==> config.mk <==
export PLATFORM = sky130hd
export DESIGN_NAME = sti_index
export DESIGN_NICKNAME = d
export VERILOG_FILES = /design/src/sti_pkg.sv /design/src/sti_index.sv
export SDC_FILE = /design/constraint.sdc
export NUM_CORES = 1
export LEC_CHECK = 0
export BUFFER_PORTS_ARGS = -buffer_cell sky130_fd_sc_hd__buf_2
export CORE_ASPECT_RATIO = 0.8
export CORE_MARGIN = 1
export CORE_UTILIZATION = 35
export DETAILED_ROUTE_END_ITERATION = 10
export SLEW_MARGIN = 20
export SYNTH_ARGS = -nofsm -noshare
export SYNTH_HDL_FRONTEND = slang
export SYNTH_SLANG_ARGS = --single-unit
==> constraint.sdc <==
create_clock -name clk_i -period 11.08 [get_ports clk_i]
set_input_delay 2.216 -clock clk_i [delete_from_list [all_inputs] [get_ports clk_i]]
set_output_delay 2.216 -clock clk_i [all_outputs]
set_load 0.05 [all_outputs]
==> src/sti_pkg.sv <==
package sti_pkg;

  localparam int ArgW        = 20;
  localparam int ArgFrac     = 12;
  localparam int OutW        = 16;
  localparam int ValW        = 32;
  localparam int SlopeW      = ValW + 1;
  localparam int TaylorTerms = 20;
  // Rounding divides by the table span times 2^16, that is Limit times 2^(16 + ArgFrac).
  localparam int RoundShift  = OutW + ArgFrac;

  // Unsigned quotient by restoring long division, for the table constants.
  function automatic logic [63:0] udiv64(logic [63:0] num, logic [63:0] den);
    logic [64:0] rem;
    logic [63:0] quo;
    rem = '0;
    quo = '0;
    for (int b = 63; b >= 0; b--) begin
      rem = {rem[63:0], num[b]};
      if (rem >= {1'b0, den}) begin
        rem    = rem - {1'b0, den};
        quo[b] = 1'b1;
      end
    end
    return quo;
  endfunction

  // exp(-r) for r in [0, 1], both in Q1.31, by a truncated Taylor series.
  function automatic longint exp_neg_frac(longint r31);
    longint term;
    longint sum;
    term = longint'(1) << 31;
    sum  = term;
    for (int k = 1; k <= TaylorTerms; k++) begin
      term = longint'(udiv64(64'((term * r31) >>> 31), 64'(k)));
      if ((k & 1) != 0) begin
        sum = sum - term;
      end else begin
        sum = sum + term;
      end
    end
    return sum;
  endfunction

  // Table sample idx of the sigmoid in Q0.32, evaluated at elaboration.
  function automatic logic [ValW-1:0] sample_val(int idx, int entries, int limit);
    longint      e_inv;
    longint      num;
    longint      den;
    longint      n;
    longint      rem;
    longint      r31;
    longint      e;
    logic [63:0] d;
    logic [63:0] f;
    e_inv = exp_neg_frac(longint'(1) << 31);
    den   = longint'(entries - 1);
    num   = longint'(idx) * longint'(limit);
    n     = longint'(udiv64(64'(num), 64'(den)));
    rem   = num - n * den;
    r31   = longint'(udiv64(64'(rem << 31), 64'(den)));
    e     = exp_neg_frac(r31);
    for (longint k = 0; k < n; k++) begin
      e = (e * e_inv) >>> 31;
    end
    if (e < 0) begin
      e = 0;
    end
    d = (64'd1 << 31) + 64'(e);
    f = udiv64((64'd1 << 63) + (d >> 1), d);
    if (f > 64'hFFFF_FFFF) begin
      f = 64'hFFFF_FFFF;
    end
    return f[ValW-1:0];
  endfunction

endpackage

==> src/sti_index.sv <==
module sti_index import sti_pkg::*; #(
  parameter int Entries = 1024,
  parameter int Limit   = 8,
  localparam int AddrW  = $clog2(Entries),
  localparam int QW     = $clog2(Limit << ArgFrac)
) (
  input  logic                   clk_i,
  input  logic                   en_i,
  input  logic signed [ArgW-1:0] argument_i,
  output logic [AddrW-1:0]       addr_o,
  output logic [QW-1:0]          frac_o,
  output logic                   neg_o
);

  localparam int Q  = Limit << ArgFrac;
  localparam int PW = QW + AddrW;
  localparam int SW = PW - ArgFrac;
  // Quotient by Limit through a rounded-up reciprocal, exact for all SW-bit values.
  localparam int K  = SW + $clog2(Limit);
  localparam int MW = K + 1;
  localparam logic [MW-1:0] Recip = MW'(((64'd1 << K) + 64'(Limit) - 64'd1) / 64'(Limit));

  logic [ArgW-1:0]   raw;
  logic [ArgW-1:0]   mag_d;
  logic              sat_d;
  logic [QW-1:0]     mag1_q;
  logic              neg1_q;
  logic              sat1_q;
  logic [PW-1:0]     p2_q;
  logic              neg2_q;
  logic              sat2_q;
  logic [SW+MW-1:0]  prod_d;
  logic [AddrW-1:0]  q3_q;
  logic [PW-1:0]     p3_q;
  logic              neg3_q;
  logic              sat3_q;
  logic [PW-1:0]     fr_full;
  logic [QW-1:0]     frac_d;
  logic [QW-1:0]     frac4_q;
  logic              neg4_q;

  assign raw   = argument_i;
  assign mag_d = raw[ArgW-1] ? (~raw) + ArgW'(1) : raw;
  // Any magnitude of at least the table span lands on the last sample.
  assign sat_d = mag_d >= ArgW'(Q);

  assign prod_d  = (SW+MW)'(p2_q[PW-1:ArgFrac]) * (SW+MW)'(Recip);
  assign fr_full = p3_q - PW'(q3_q) * PW'(Q);
  assign addr_o  = sat3_q ? AddrW'(Entries - 1) : q3_q;
  assign frac_d  = sat3_q ? '0 : fr_full[QW-1:0];

  always_ff @(posedge clk_i) begin
    if (en_i) begin
      mag1_q  <= mag_d[QW-1:0];
      neg1_q  <= raw[ArgW-1];
      sat1_q  <= sat_d;
      p2_q    <= PW'(mag1_q) * PW'(Entries - 1);
      neg2_q  <= neg1_q;
      sat2_q  <= sat1_q;
      q3_q    <= prod_d[K +: AddrW];
      p3_q    <= p2_q;
      neg3_q  <= neg2_q;
      sat3_q  <= sat2_q;
      frac4_q <= frac_d;
      neg4_q  <= neg3_q;
    end
  end

  assign frac_o = frac4_q;
  assign neg_o  = neg4_q;

endmodule

==> results of run 1 <==
==> registers in the layout, indices dropped and copies added (netlist names) <==
register	cells
frac_o	15
mag1_q	15
neg1_q	1
neg2_q	1
neg3_q	1
neg_o	1
p2_q	25
p3_q	15
q3_q	10
sat1_q	1
sat2_q	1
sat3_q	1
==> layer usage <==
layer | routed length [µm] | track usage | vias up
li1 | - | - | 2043
met3 | 667 | 0.0413 | 16
met4 | 291 | 0.0560 | 0
met2 | 5410 | 0.189 | 78
met1 | 6050 | 0.191 | 2023
met5 | 0 | 0 | -
==> stage by stage <==
| stage | cell area [µm²] | setup WS [ns] | util | cells | hold slack (ns) |
|---|---|---|---|---|---|
| floorplan | 6820 | 5.95 | - | 586 | 0.400 |
| global placement | 7340 | 5.61 | 0.386 | 882 | 0.400 |
| detailed placement | 7340 | 5.54 | 0.386 | 882 | 0.405 |
| CTS | 7640 | 5.53 | 0.401 | 898 | 0.417 |
| global route | 7640 | 5.17 | 0.402 | 898 | 0.422 |
| finish | 7640 | 5.54 | 0.402 | 898 | 0.417 |
==> logic make-up (layout without fill, tap and decap cells) <==
kind of cell,after synthesis,in the layout,synth area share
DFF,87,87,0.383
muxes,1,1,0.00147
AOI/OAI and AO/OA,85,85,0.0839
xor gates and xnor gates,30,30,0.0386
buffers and inverters,144,198,0.0795
adders and majority gates,134,134,0.330
and+or+nand+nor,105,105,0.0835
==> placed cells by master (no fill, tap or decap), drive strengths merged, types with 4 or more instances in the layout <==
cell type,count
a21boi,4
a21o,6
a21oi,24
buf,47
clkbuf,10
edfxtp,87
fa,76
ha,58
inv,137
nand2,22
nand3,10
nor2,19
nor2b,16
nor3,7
o21ai,16
o21bai,5
or2,11
xnor2,23
xor2,7
==> worst max-delay path: cells and delay by family, from the launching register on <==
kind / cells / cell delay (ns)
adder cells (fa/ha/maj): 6 / 3.06
AO/OA/AOI/OAI: 3 / 0.91
AND/OR/NAND/NOR: 3 / 0.53
flip-flops: 1 / 0.41
buffers and inverters: 4 / 0.37
==> final cells by class <==
| class | instances | area [µm²] |
|---|---|---|
| Fill cell | 1898 | 11400 |
| Multi-Input combinational cell | 355 | 3660 |
| Sequential cell | 87 | 2610 |
| Inverter | 135 | 507 |
| Tap cell | 258 | 323 |
| Timing Repair Buffer | 47 | 241 |
| Clock buffer | 10 | 229 |
| Clock inverter | 6 | 68.8 |
==> worst max path at each step <==
stage                          from                 end  slack, ns  depth (start not counted)
3_5_place_dp    mag1_q[9]$_DFFE_PP_  p2_q[23]$_DFFE_PP_       5.54                         16
6_report        mag1_q[9]$_DFFE_PP_  p2_q[23]$_DFFE_PP_       5.54                         16
3_3_place_gp    mag1_q[9]$_DFFE_PP_  p2_q[23]$_DFFE_PP_       5.61                         16
4_1_cts         mag1_q[9]$_DFFE_PP_  p2_q[23]$_DFFE_PP_       5.53                         16
5_1_grt         mag1_q[8]$_DFFE_PP_  p2_q[23]$_DFFE_PP_       5.17                         16
2_1_floorplan  mag1_q[10]$_DFFE_PP_  p2_q[23]$_DFFE_PP_       5.95                         17
==> flow_summary.toml, run 1 <==
[clock_tree]
numCtsBuffers = 9
cts.htree.levels = 3
insertion_delay_ns = 0.35
cts_sinks = 87
clock_path_buffers = 2
ctsRootBufferMaster = "clkbuf_16"
post_cts_resize_count = 0
postCtsHoldBufs = 0
cts.clk_slew.worst_paths_ns = 0.07
postCtsSetupRepairBufs = 0
cts_tree = "yes"

[synthesis]
synth_edf_count = 87
yosys_warnings = 0
synthTopCellsByArea = "edfxtp_1 (38%), fa_1 (22%), ha_1 (11%), inv_1 (7.4%), xnor2_1 (3.0%)"
ys_async_sr_fraction = 0
ys.flop_type = "edfxtp_1"
synth.top_cell.area_share = 0.383
syn_avg_cell_area_um2 = 11.6
synth_nets = 742
synthTopCellsByCount = "inv_1 (135), edfxtp_1 (87), fa_1 (76)"
synth_cell_type_count = 55
yosysTopAreaCell = "edfxtp_1"
synth_seq_area_share = 0.383
synth.cell_area_um2 = 6820
yosys.cell_count.top_type = "inv_1"
netlist_instances = 586
synth-seq-cells = 87

[place]
io_buffers = 47
place.gp.congestion = 0.866
dpl.hpwl_um = 9890

[drt]
routedWlPerCell_um = 13.8
wirelength_um = 12400
vias = 4160
drc_errors = 0
drt_pre_antenna_iters = 4
drtIter0Drc = 250
drtAntennaViolNets = 0
vias_per_cell = 4.63

[floorplan]
start_util = 0.358
io_pins = 48
dieHeight_um = 127
die_x_um = 158
row_count = 45
die_area_um2 = 20000
core_area_um2 = 19000

[setup_path]
regToRegStartpoint = "mag1_q[9]$_DFFE_PP_"
regToRegEndpoint = "p2_q[23]$_DFFE_PP_"
cpPeakStageDelay_ns = 0.56
cp-start-kind = "register"
crit_slowest_cell = "fa_1"
cp-end-kind = "register"
r2r_slack_ns = 5.54
crit_chain = "inv_1, fa_1, fa_1, inv_1, fa_1, fa_1, inv_1, fa_1, inv_1, ha_1, nand4_1, nor3b_1, a21oi_1, a31oi_1, nor4b_1, a211o_1"
r2r_cells = 16
worstSetupPathType = "reg -> reg"
arrival_ns = 5.65
crit_fanout = 8
cp_common_cell = "fa_1"
cp.required_ns = 11.19

[worst_hold_path]
min-delay-start = "neg2_q$_DFFE_PP_"
hp-class = "reg -> reg"
holdPathStages = 0
min_delay_worst_endpoint = "neg3_q$_DFFE_PP_"

[layout]
area_delta_synth_final_pct = 12.1
drive_gt1_frac = 0.127
num-nets-final = 791
n_antenna_cell = 0

[run_status]
status = "complete, no violations"

[timing]
slew_viol_final = 0
fmax_mhz = 181
setup-tns-final_ns = 0
skew_ns = 0.00622
worst_slew_pin_slew_ns = 0.967
rsz0062_at_grt = "no"
slew_headroom = 0.356
finalSetupViolations = 0
finalCritPeriodShare = 0.500
period_needed_ns = 5.54
hold_violations = 0

[global_route]
overflow = 0
antenna_found_initial = 0
grt_pass1_vias = 4137
grt_max_degree = 88
grt_pass1_wl_um = 20400
grt_use_total = 0.135

[run]
drv_cap = 0
Power of run 1 is left out: the tool's default activity adds up to more than one toggle a clock period on the data nets, which glitch-free logic cannot reach.
==> run 2: changes to the inputs <==
clock period = 4.88 ns   (was 11.08 ns; I/O delays follow)
==> run 2 against run 1 <==
Against the previous run: the flow now finishes with violations (setup timing); clock skew hardly changed; maximum frequency is 12% higher; critical path type unchanged; via count is 10% higher; setup slack worse by 5.6 ns; non-clock buffer count is 87 higher.
==> flow_summary.toml, run 2 (synthesis gave the netlist of run 1 again) <==
[floorplan]
row_count = 45
dieHeight_um = 127
die_x_um = 158
start_util = 0.358
io_pins = 48
die_area_um2 = 20000
core_area_um2 = 19000

[setup_path]
cp-start-kind = "register"
crit_fanout = 4
worstSetupPathType = "reg -> reg"
arrival_ns = 5.06
cp.required_ns = 4.99
cp-end-kind = "register"

[timing]
worst_slew_pin_slew_ns = 0.824
skew_ns = 0.00619
slew_headroom = 0.451
timing.final.ws_setup_ns = -0.0733
period_needed_ns = 4.95
fmax_mhz = 202
hold_violations = 0
rsz0062_at_grt = "yes"
finalSetupViolations = 2
finalCritPeriodShare = 1.02
slew_viol_final = 0

[global_route]
grt_pass1_wl_um = 21500
grt_pass1_vias = 4624
antenna_found_initial = 0
grt_max_degree = 60
grt_use_total = 0.139
overflow = 0

[clock_tree]
ctsRootBufferMaster = "clkbuf_16"
postCtsHoldBufs = 0
cts.htree.levels = 3
insertion_delay_ns = 0.36
cts_sinks = 87
cts_tree = "yes"
cts.clk_slew.worst_paths_ns = 0.07
clock_path_buffers = 2
numCtsBuffers = 9

[layout]
layout_commonest_cell = "inv_1"
n_antenna_cell = 0
num-nets-final = 878
post-route-util = 0.461
fillers = 1766
largest_reg_flops = 25
layout_common_cells = "inv_1 (109), edfxtp_1 (87), buf_4 (76), fa_1 (70), buf_2 (46)"
drive_gt1_frac = 0.344
area_delta_synth_final_pct = 28.7
regMostFlops = "p2_q"

[drt]
vias = 4581
drtIter0Drc = 222
vias_per_cell = 4.65
drc_errors = 0
wirelength_um = 13300
drt_pre_antenna_iters = 4
routedWlPerCell_um = 13.5
drtAntennaViolNets = 0

[place]
place.gp.congestion = 0.913
dpl.hpwl_um = 10400
io_buffers = 47

[run_status]
status = "finished, violations left"
violations = "setup timing"

[worst_hold_path]
hp-class = "reg -> reg"

[run]
drv_cap = 0
==> run 2: cell count changes in the layout (fill, tap and decap cells not counted), sizes merged <==
cell / change
inv: +1
clkinvlp: +1
buf: +87
clkinv: -2
==> run 2: critical path, cell delays in order, from the launching register on <==
cell	delay (ns)
edfxtp_1	0.46
buf_4	0.18
fa_2	0.65
fa_1	0.45
fa_1	0.47
fa_1	0.51
inv_1	0.05
fa_1	0.49
inv_2	0.05
ha_4	0.29
nand4_1	0.16
nor3b_2	0.24
a21oi_2	0.11
a31oi_4	0.28
nor4b_2	0.08
a211o_1	0.23
==> run 2: stage by stage <==
step	cells	worst slack (ns)	hold WS [ns]	cell area (µm²)	setup TNS (ns)
6_report	985	-0.0733	0.413	8770	-0.136
5_1_grt	985	-0.227	0.423	8770	-1.17
4_1_cts	978	-0.0390	0.416	8480	-0.0667
3_5_place_dp	949	-0.296	0.405	7850	-1.96
3_3_place_gp	949	-0.174	0.401	7850	-1.07
2_1_floorplan	586	-0.0209	0.400	6830	-0.0209
==> run 2: final timing paths <==
check                      start            endpoint  slack [ns]  depth (start not counted)
min reg2reg   p2_q[13]$_DFFE_PP_  p3_q[13]$_DFFE_PP_        0.41                          0
max reg2reg  mag1_q[5]$_DFFE_PP_  p2_q[23]$_DFFE_PP_       -0.07                         15
min           p2_q[13]$_DFFE_PP_  p3_q[13]$_DFFE_PP_        0.41                          0
max          mag1_q[5]$_DFFE_PP_  p2_q[23]$_DFFE_PP_       -0.07                         15
==> run 2: layout make-up <==
class                           instances  area, µm²  share of cell area
Inverter                              135        509              0.0581
Multi-Input combinational cell        355       4090               0.466
Timing Repair Buffer                  134        936               0.107
Clock inverter                          6       75.1             0.00856
Sequential cell                        87       2610               0.298
Tap cell                              258        323              0.0368
Clock buffer                           10        229              0.0261
==> run 2: routing by layer <==
metal  GRT usage  vias to the layer above  share of wire  routed length (µm)
li1            -                     2217              -                   -
met1       0.187                     2274           0.45                6070
met2       0.221                       77           0.48                6460
met3      0.0294                       13          0.047                 621
met4      0.0492                        0          0.014                 187
met5           0                        -              0                   0
==> run 2: what timing repair did <==
item / CTS / global route
pin swaps: 60 / 38
buffers inserted: 13 / 9
resized for setup: 57 / 53
setup endpoints to repair: 11 / 12
Power of run 2 is left out for the same reason.
