==> src/sti_pkg.sv <==
package sti_pkg;

  localparam int ArgW        = 20;
  localparam int ArgFrac     = 12;
  localparam int OutW        = 16;
  localparam int ValW        = 32;
  localparam int SlopeW      = ValW + 1;
  localparam int TaylorTerms = 20;
  // Rounding divides by the table span times 2^16, that is Limit times 2^(16 + ArgFrac).
  localparam int RoundShift  = OutW + ArgFrac;

  // Unsigned quotient by restoring long division, for the table constants.
  function automatic logic [63:0] udiv64(logic [63:0] num, logic [63:0] den);
    logic [64:0] rem;
    logic [63:0] quo;
    rem = '0;
    quo = '0;
    for (int b = 63; b >= 0; b--) begin
      rem = {rem[63:0], num[b]};
      if (rem >= {1'b0, den}) begin
        rem    = rem - {1'b0, den};
        quo[b] = 1'b1;
      end
    end
    return quo;
  endfunction

  // exp(-r) for r in [0, 1], both in Q1.31, by a truncated Taylor series.
  function automatic longint exp_neg_frac(longint r31);
    longint term;
    longint sum;
    term = longint'(1) << 31;
    sum  = term;
    for (int k = 1; k <= TaylorTerms; k++) begin
      term = longint'(udiv64(64'((term * r31) >>> 31), 64'(k)));
      if ((k & 1) != 0) begin
        sum = sum - term;
      end else begin
        sum = sum + term;
      end
    end
    return sum;
  endfunction

  // Table sample idx of the sigmoid in Q0.32, evaluated at elaboration.
  function automatic logic [ValW-1:0] sample_val(int idx, int entries, int limit);
    longint      e_inv;
    longint      num;
    longint      den;
    longint      n;
    longint      rem;
    longint      r31;
    longint      e;
    logic [63:0] d;
    logic [63:0] f;
    e_inv = exp_neg_frac(longint'(1) << 31);
    den   = longint'(entries - 1);
    num   = longint'(idx) * longint'(limit);
    n     = longint'(udiv64(64'(num), 64'(den)));
    rem   = num - n * den;
    r31   = longint'(udiv64(64'(rem << 31), 64'(den)));
    e     = exp_neg_frac(r31);
    for (longint k = 0; k < n; k++) begin
      e = (e * e_inv) >>> 31;
    end
    if (e < 0) begin
      e = 0;
    end
    d = (64'd1 << 31) + 64'(e);
    f = udiv64((64'd1 << 63) + (d >> 1), d);
    if (f > 64'hFFFF_FFFF) begin
      f = 64'hFFFF_FFFF;
    end
    return f[ValW-1:0];
  endfunction

endpackage

==> src/sti_interp.sv <==
module sti_interp import sti_pkg::*; #(
  parameter int Limit  = 8,
  localparam int QW    = $clog2(Limit << ArgFrac)
) (
  input  logic                     clk_i,
  input  logic                     en_i,
  input  logic [ValW-1:0]          val_i,
  input  logic signed [SlopeW-1:0] slope_i,
  input  logic [QW-1:0]            frac_i,
  input  logic                     neg_i,
  output logic [OutW-1:0]          sigmoid_value_o
);

  localparam int Q    = Limit << ArgFrac;
  localparam int LimW = $clog2(Limit + 1);
  localparam int AW   = ValW + LimW;
  localparam int BW   = SlopeW + QW + 1;
  localparam int CW   = ValW + QW + 1;
  localparam int VW   = CW + 1;
  localparam int WW   = CW + 1 - RoundShift;
  localparam int YW   = OutW + 1;
  localparam int K    = WW + $clog2(Limit);
  localparam int MW   = K + 1;
  localparam logic [MW-1:0] Recip = MW'(((64'd1 << K) + 64'(Limit) - 64'd1) / 64'(Limit));
  localparam logic [CW-1:0] Full  = CW'(Q) << ValW;
  localparam logic [CW:0]   Half  = (CW+1)'(Limit) << (RoundShift - 1);

  logic signed [BW-1:0] slope_x;
  logic signed [BW-1:0] frac_x;
  logic [AW-1:0]        pa_q;
  logic signed [BW-1:0] pb_q;
  logic                 neg_a_q;
  logic signed [VW-1:0] v_d;
  logic [CW-1:0]        vc_d;
  logic [CW-1:0]        vc_q;
  logic                 neg_b_q;
  logic [CW-1:0]        vn_q;
  logic [CW:0]          rnd_d;
  logic [WW-1:0]        w_q;
  logic [WW+MW-1:0]     prod_d;
  logic [YW-1:0]        y_q;
  logic [OutW-1:0]      out_q;

  assign slope_x = BW'(slope_i);
  assign frac_x  = BW'({1'b0, frac_i});

  // Interpolated value, still scaled by the table span; clamp to [0, 1.0].
  assign v_d = $signed(VW'({pa_q, ArgFrac'(0)})) + VW'(pb_q);

  always_comb begin
    if (v_d < 0) begin
      vc_d = '0;
    end else if (v_d > $signed(VW'(Full))) begin
      vc_d = Full;
    end else begin
      vc_d = CW'(v_d);
    end
  end

  assign rnd_d  = (CW+1)'(vn_q) + Half;
  assign prod_d = (WW+MW)'(w_q) * (WW+MW)'(Recip);

  always_ff @(posedge clk_i) begin
    if (en_i) begin
      pa_q    <= AW'(val_i) * AW'(Limit);
      pb_q    <= slope_x * frac_x;
      neg_a_q <= neg_i;
      vc_q    <= vc_d;
      neg_b_q <= neg_a_q;
      vn_q    <= neg_b_q ? Full - vc_q : vc_q;
      w_q     <= rnd_d[RoundShift +: WW];
      y_q     <= prod_d[K +: YW];
      out_q   <= y_q[OutW] ? '1 : y_q[OutW-1:0];
    end
  end

  assign sigmoid_value_o = out_q;

endmodule

==> config.mk <==
export PLATFORM = sky130hd
export DESIGN_NAME = sti_interp
export DESIGN_NICKNAME = d
export VERILOG_FILES = /design/src/sti_pkg.sv /design/src/sti_interp.sv
export SDC_FILE = /design/constraint.sdc
export NUM_CORES = 2
export LEC_CHECK = 0
export ABC_AREA = 1
export CORE_MARGIN = 3
export CORE_UTILIZATION = 39
export CTS_CLUSTER_DIAMETER = 100
export CTS_CLUSTER_SIZE = 12
export DETAILED_ROUTE_END_ITERATION = 6
export DONT_BUFFER_PORTS = 1
export GPL_TIMING_DRIVEN = 0
export HOLD_SLACK_MARGIN = 0.12
export PLACE_DENSITY = 0.56
export SLEW_MARGIN = 20
export SYNTH_ARGS = -nofsm -noshare
export SYNTH_HDL_FRONTEND = slang
export SYNTH_SLANG_ARGS = --single-unit
==> constraint.sdc <==
create_clock -name clk_i -period 10.46 [get_ports clk_i]
set_clock_uncertainty 0.05 [all_clocks]
set_input_delay 1.046 -clock clk_i [delete_from_list [all_inputs] [get_ports clk_i]]
set_output_delay 1.046 -clock clk_i [all_outputs]
set_load 0.02 [all_outputs]
==> impl_metrics.xml <==
<?xml version="1.0" encoding="UTF-8"?>
<metrics>
  <group name="clock_tree">
    <metric name="post_cts.repair.setup_buffers" unit="">0</metric>
    <metric name="clock_slew_at_the_register_clock_pins_of_the_worst_setup_and_hold_paths" unit="ps">80</metric>
    <metric name="root_buffer" unit="">sky130_fd_sc_hd__clkbuf_16</metric>
    <metric name="cts_buf_count" unit="">17</metric>
    <metric name="holdBufCountCts" unit="">0</metric>
    <metric name="maximum_level_of_the_cts_h_tree" unit="">4</metric>
    <metric name="cts_buffer_depth" unit="">2</metric>
    <metric name="cts_tree" unit="">built</metric>
    <metric name="worstSkewPairLatency" unit="ps">460</metric>
    <metric name="ctsResizeCount" unit="">0</metric>
    <metric name="cts_sinks" unit="">199</metric>
  </group>
  <group name="grt">
    <metric name="number_of_global_route_vias_before_repair" unit="">21500</metric>
    <metric name="grt_pass1_wl" unit="microns">120000</metric>
    <metric name="grt_util_all_layers" unit="">0.211</metric>
    <metric name="grt_most_used_layer" unit="">met2</metric>
    <metric name="gr-usage-met1" unit="">0.272</metric>
    <metric name="number_of_antenna_violations_at_the_first_check_in_global_routing" unit="">2</metric>
    <metric name="globalRoute.totalOverflow" unit="">0</metric>
    <metric name="grt_use_met3" unit="">0.0375</metric>
    <metric name="pin_count_of_the_biggest_net_entering_global_routing" unit="">200</metric>
    <metric name="met2_usage_grt" unit="">0.352</metric>
  </group>
  <group name="die">
    <metric name="floorplan.die_area" unit="sq um">75400</metric>
    <metric name="io_pins" unit="">99</metric>
    <metric name="coreArea" unit="sq um">70800</metric>
    <metric name="row_count" unit="">97</metric>
    <metric name="die_width" unit="microns">275</metric>
    <metric name="die_y" unit="microns">275</metric>
    <metric name="floorplan.initialDensity" unit="">0.397</metric>
  </group>
  <group name="detailed_routing">
    <metric name="post_drt_wl_per_cell" unit="microns">17.5</metric>
    <metric name="drt_iter0_drc" unit="">1250</metric>
    <metric name="routed_via_density" unit="">4.70</metric>
    <metric name="count_of_unresolved_drc_violations_after_routing" unit="">0</metric>
    <metric name="final_antenna_net_count" unit="">0</metric>
    <metric name="routed_wirelength" unit="microns">76800</metric>
    <metric name="drt-pass1-iter-count" unit="">5</metric>
    <metric name="route.vias.total" unit="">20700</metric>
  </group>
  <group name="setup_path">
    <metric name="critPathArrivalTime" unit="ps">8040</metric>
    <metric name="critical_path_class" unit="">input pin to flip-flop</metric>
    <metric name="critical_path.endpoint_type" unit="">flip-flop</metric>
    <metric name="crit_path_max_fanout" unit="">10</metric>
    <metric name="startpoint_type_of_the_worst_setup_path" unit="">input pin</metric>
    <metric name="worst_r2r_path_cells" unit="">21</metric>
    <metric name="req_time_crit_path" unit="ps">10630</metric>
  </group>
  <group name="sta">
    <metric name="fin_crit_sh" unit="">0.752</metric>
    <metric name="timing.final.max_slew_violations" unit="">0</metric>
    <metric name="grt_setup_unrepaired" unit="">no</metric>
    <metric name="report.final.hold_viol_count" unit="">0</metric>
    <metric name="tightestPinTransition" unit="ps">1040</metric>
    <metric name="remaining_max_slew_budget_at_the_tightest_pin" unit="">0.304</metric>
    <metric name="period_minus_slack" unit="ps">7870</metric>
    <metric name="fin_setup_tns" unit="ps">0</metric>
    <metric name="setup-violations-final" unit="">0</metric>
    <metric name="fmax" unit="MHz">127</metric>
  </group>
  <group name="synth">
    <metric name="synth.area.mux_share" unit="">0</metric>
    <metric name="synth_simple_gate_area_frac" unit="">0.182</metric>
    <metric name="synth-xor-area-share" unit="">0.0277</metric>
    <metric name="syn_avg_cell_area" unit="sq um">8.22</metric>
    <metric name="yosys.area_share.adder" unit="">0.399</metric>
    <metric name="mappedNetlistNets" unit="">4119</metric>
    <metric name="compound_gate_fraction_of_synth_area" unit="">0.0316</metric>
    <metric name="synth_area" unit="sq um">28100</metric>
    <metric name="synth_top_family_by_area" unit="">adder cells</metric>
    <metric name="postSynthCellCount" unit="">3419</metric>
    <metric name="netlist_cell_types" unit="">36</metric>
    <metric name="synth-seq-area-share" unit="">0.213</metric>
    <metric name="ys_warn_count" unit="">0</metric>
    <metric name="ys_seq_elements" unit="">199</metric>
  </group>
  <group name="placement">
    <metric name="placement.io_buffers" unit="">0</metric>
    <metric name="gp_congestion" unit="">0.953</metric>
    <metric name="detailedPlacementHpwl" unit="microns">64200</metric>
  </group>
  <group name="cells_and_area">
    <metric name="post_route_cells_drive_above_1_share" unit="">0.0223</metric>
    <metric name="fin_nets" unit="">4138</metric>
    <metric name="area_overhead_of_the_layout_relative_to_synthesis" unit="%">6.35</metric>
  </group>
  <group name="min_path">
    <metric name="min_path_type" unit="">flip-flop to flip-flop</metric>
    <metric name="holdPathStages" unit="">0</metric>
  </group>
  <group name="outcome">
    <metric name="result_of_the_run" unit="">finished, final reports clean</metric>
  </group>
  <group name="job">
    <metric name="max_cap_violations" unit="">0</metric>
  </group>
</metrics>
[flip-flops by register name, indices dropped and copies added, names as in the netlist]
register,flops
neg_b_q,1
pb_q,49
w_q,17
sigmoid_value_o,16
y_q,17
pa_q,32
vc_q,48
neg_a_q,1
vn_q,18
[Yosys cell counts, drive strengths merged]
cell type	instances	area share
inv	982	0.13
nand2	924	0.12
fa	468	0.33
edfxtp	199	0.21
nor2	195	0.027
ha	149	0.066
clkbuf	95	0.013
a21oi	80	0.014
xor2	64	0.020
nand3	60	0.011
o21ai	38	0.0068
nand4	29	0.0065
xnor2	24	0.0075
nor3	22	0.0039
a31oi	18	0.0040
or2	17	0.0038
nor4	12	0.0027
nand3b	7	0.0019
a21o	6	0.0016
o21a	6	0.0016
and2	5	0.0011
buf	5	0.0023
o21bai	4	0.0011
a21boi	3	0.00080
o211ai	3	0.00080
and3	1	0.00022
clkinv	1	0.00013
o2111ai	1	0.00031
o221ai	1	0.00031
[path summary, 6_finish.rpt]
path	from	end	slack, ps
max	frac_i[2]	pb_q[46]$_DFFE_PP_	2590
min reg2reg	w_q[3]$_DFFE_PP_	y_q[0]$_DFFE_PP_	370
min	w_q[3]$_DFFE_PP_	y_q[0]$_DFFE_PP_	370
max reg2reg	pa_q[3]$_DFFE_PP_	vc_q[15]$_SDFFCE_PP0P_	6900
[kinds of logic after synthesis]
| family | Yosys count |
|---|---|
| XOR/XNOR | 88 |
| flip-flops | 199 |
| AND/OR/NAND/NOR | 1272 |
| AO/OA/AOI/OAI | 160 |
| buffers and inverters | 1083 |
| adder cells (fa/ha/maj) | 617 |
[per-layer routing]
metal | wire (microns) | vias to the layer above
li1 | - | 9982
met1 | 32400 | 9916
met2 | 36000 | 630
met3 | 5100 | 124
met4 | 3290 | 2
met5 | 19 | -
[cell usage in the layout (no fill, tap or decap), types with 2 or more instances in the layout]
| cell | n |
|---|---|
| sky130_fd_sc_hd__a21o_1 | 6 |
| sky130_fd_sc_hd__clkbuf_16 | 17 |
| sky130_fd_sc_hd__buf_6 | 4 |
| sky130_fd_sc_hd__ha_1 | 149 |
| sky130_fd_sc_hd__inv_6 | 2 |
| sky130_fd_sc_hd__inv_1 | 982 |
| sky130_fd_sc_hd__o21a_1 | 6 |
| sky130_fd_sc_hd__nor2_2 | 11 |
| sky130_fd_sc_hd__nand2_2 | 6 |
| sky130_fd_sc_hd__clkbuf_1 | 95 |
| sky130_fd_sc_hd__nand3_1 | 58 |
| sky130_fd_sc_hd__nand2_1 | 916 |
| sky130_fd_sc_hd__edfxtp_1 | 199 |
| sky130_fd_sc_hd__a31oi_1 | 18 |
| sky130_fd_sc_hd__clkinv_2 | 2 |
| sky130_fd_sc_hd__nand4_1 | 29 |
| sky130_fd_sc_hd__nand3b_1 | 7 |
| sky130_fd_sc_hd__o21ai_0 | 38 |
| sky130_fd_sc_hd__clkinv_8 | 6 |
| sky130_fd_sc_hd__or2_2 | 17 |
| sky130_fd_sc_hd__a21boi_0 | 3 |
| sky130_fd_sc_hd__nor4_1 | 12 |
| sky130_fd_sc_hd__o211ai_1 | 3 |
| sky130_fd_sc_hd__xnor2_1 | 24 |
| sky130_fd_sc_hd__inv_8 | 2 |
| sky130_fd_sc_hd__xor2_1 | 63 |
| sky130_fd_sc_hd__fa_1 | 468 |
| sky130_fd_sc_hd__nor3_1 | 22 |
| sky130_fd_sc_hd__nand3_2 | 2 |
| sky130_fd_sc_hd__nor2_1 | 184 |
| sky130_fd_sc_hd__nand2_4 | 2 |
| sky130_fd_sc_hd__and2_1 | 5 |
| sky130_fd_sc_hd__a21oi_1 | 79 |
| sky130_fd_sc_hd__o21bai_1 | 4 |
[layout make-up]
type	instances	area, sq um
fillers	7182	40900
clock inverters	15	180
multi-input cells	2137	18000
diodes	1	2.50
inverters	983	3690
clock buffers	17	425
flip-flops and latches	199	5980
well taps	940	1180
plain buffers	100	422
[critical path, cell delays in order]
cell and delay, ps:
sky130_fd_sc_hd__clkbuf_1 450, sky130_fd_sc_hd__clkbuf_1 790, sky130_fd_sc_hd__nand2_1 170, sky130_fd_sc_hd__fa_1 580, sky130_fd_sc_hd__fa_1 440, sky130_fd_sc_hd__fa_1 510
sky130_fd_sc_hd__inv_1 50, sky130_fd_sc_hd__fa_1 490, sky130_fd_sc_hd__fa_1 550, sky130_fd_sc_hd__inv_1 50, sky130_fd_sc_hd__fa_1 610, sky130_fd_sc_hd__inv_1 60
sky130_fd_sc_hd__ha_1 390, sky130_fd_sc_hd__nand2_1 100, sky130_fd_sc_hd__nor2_1 140, sky130_fd_sc_hd__nand2_1 110, sky130_fd_sc_hd__nor4_1 180, sky130_fd_sc_hd__nand2_1 110
sky130_fd_sc_hd__o211ai_1 200, sky130_fd_sc_hd__a21oi_1 190, sky130_fd_sc_hd__o21ai_0 450, sky130_fd_sc_hd__nand3_1 190, sky130_fd_sc_hd__nand3_1 110, sky130_fd_sc_hd__nand2_1 50
[metrics by stage]
step	area (sq um)	worst slack, ps	util	cells	hold slack, ps
finish	29900	2590	0.423	4392	368
global route	29900	2270	0.423	4391	376
CTS	29900	2580	0.423	4391	369
detailed placement	29300	2110	0.414	4359	355
global placement	29300	2110	0.414	4359	351
floorplan	28100	3650	-	3419	350
Power is not shown: default switching activity piles up to over one toggle a cycle in this logic, so the estimate is an artifact.
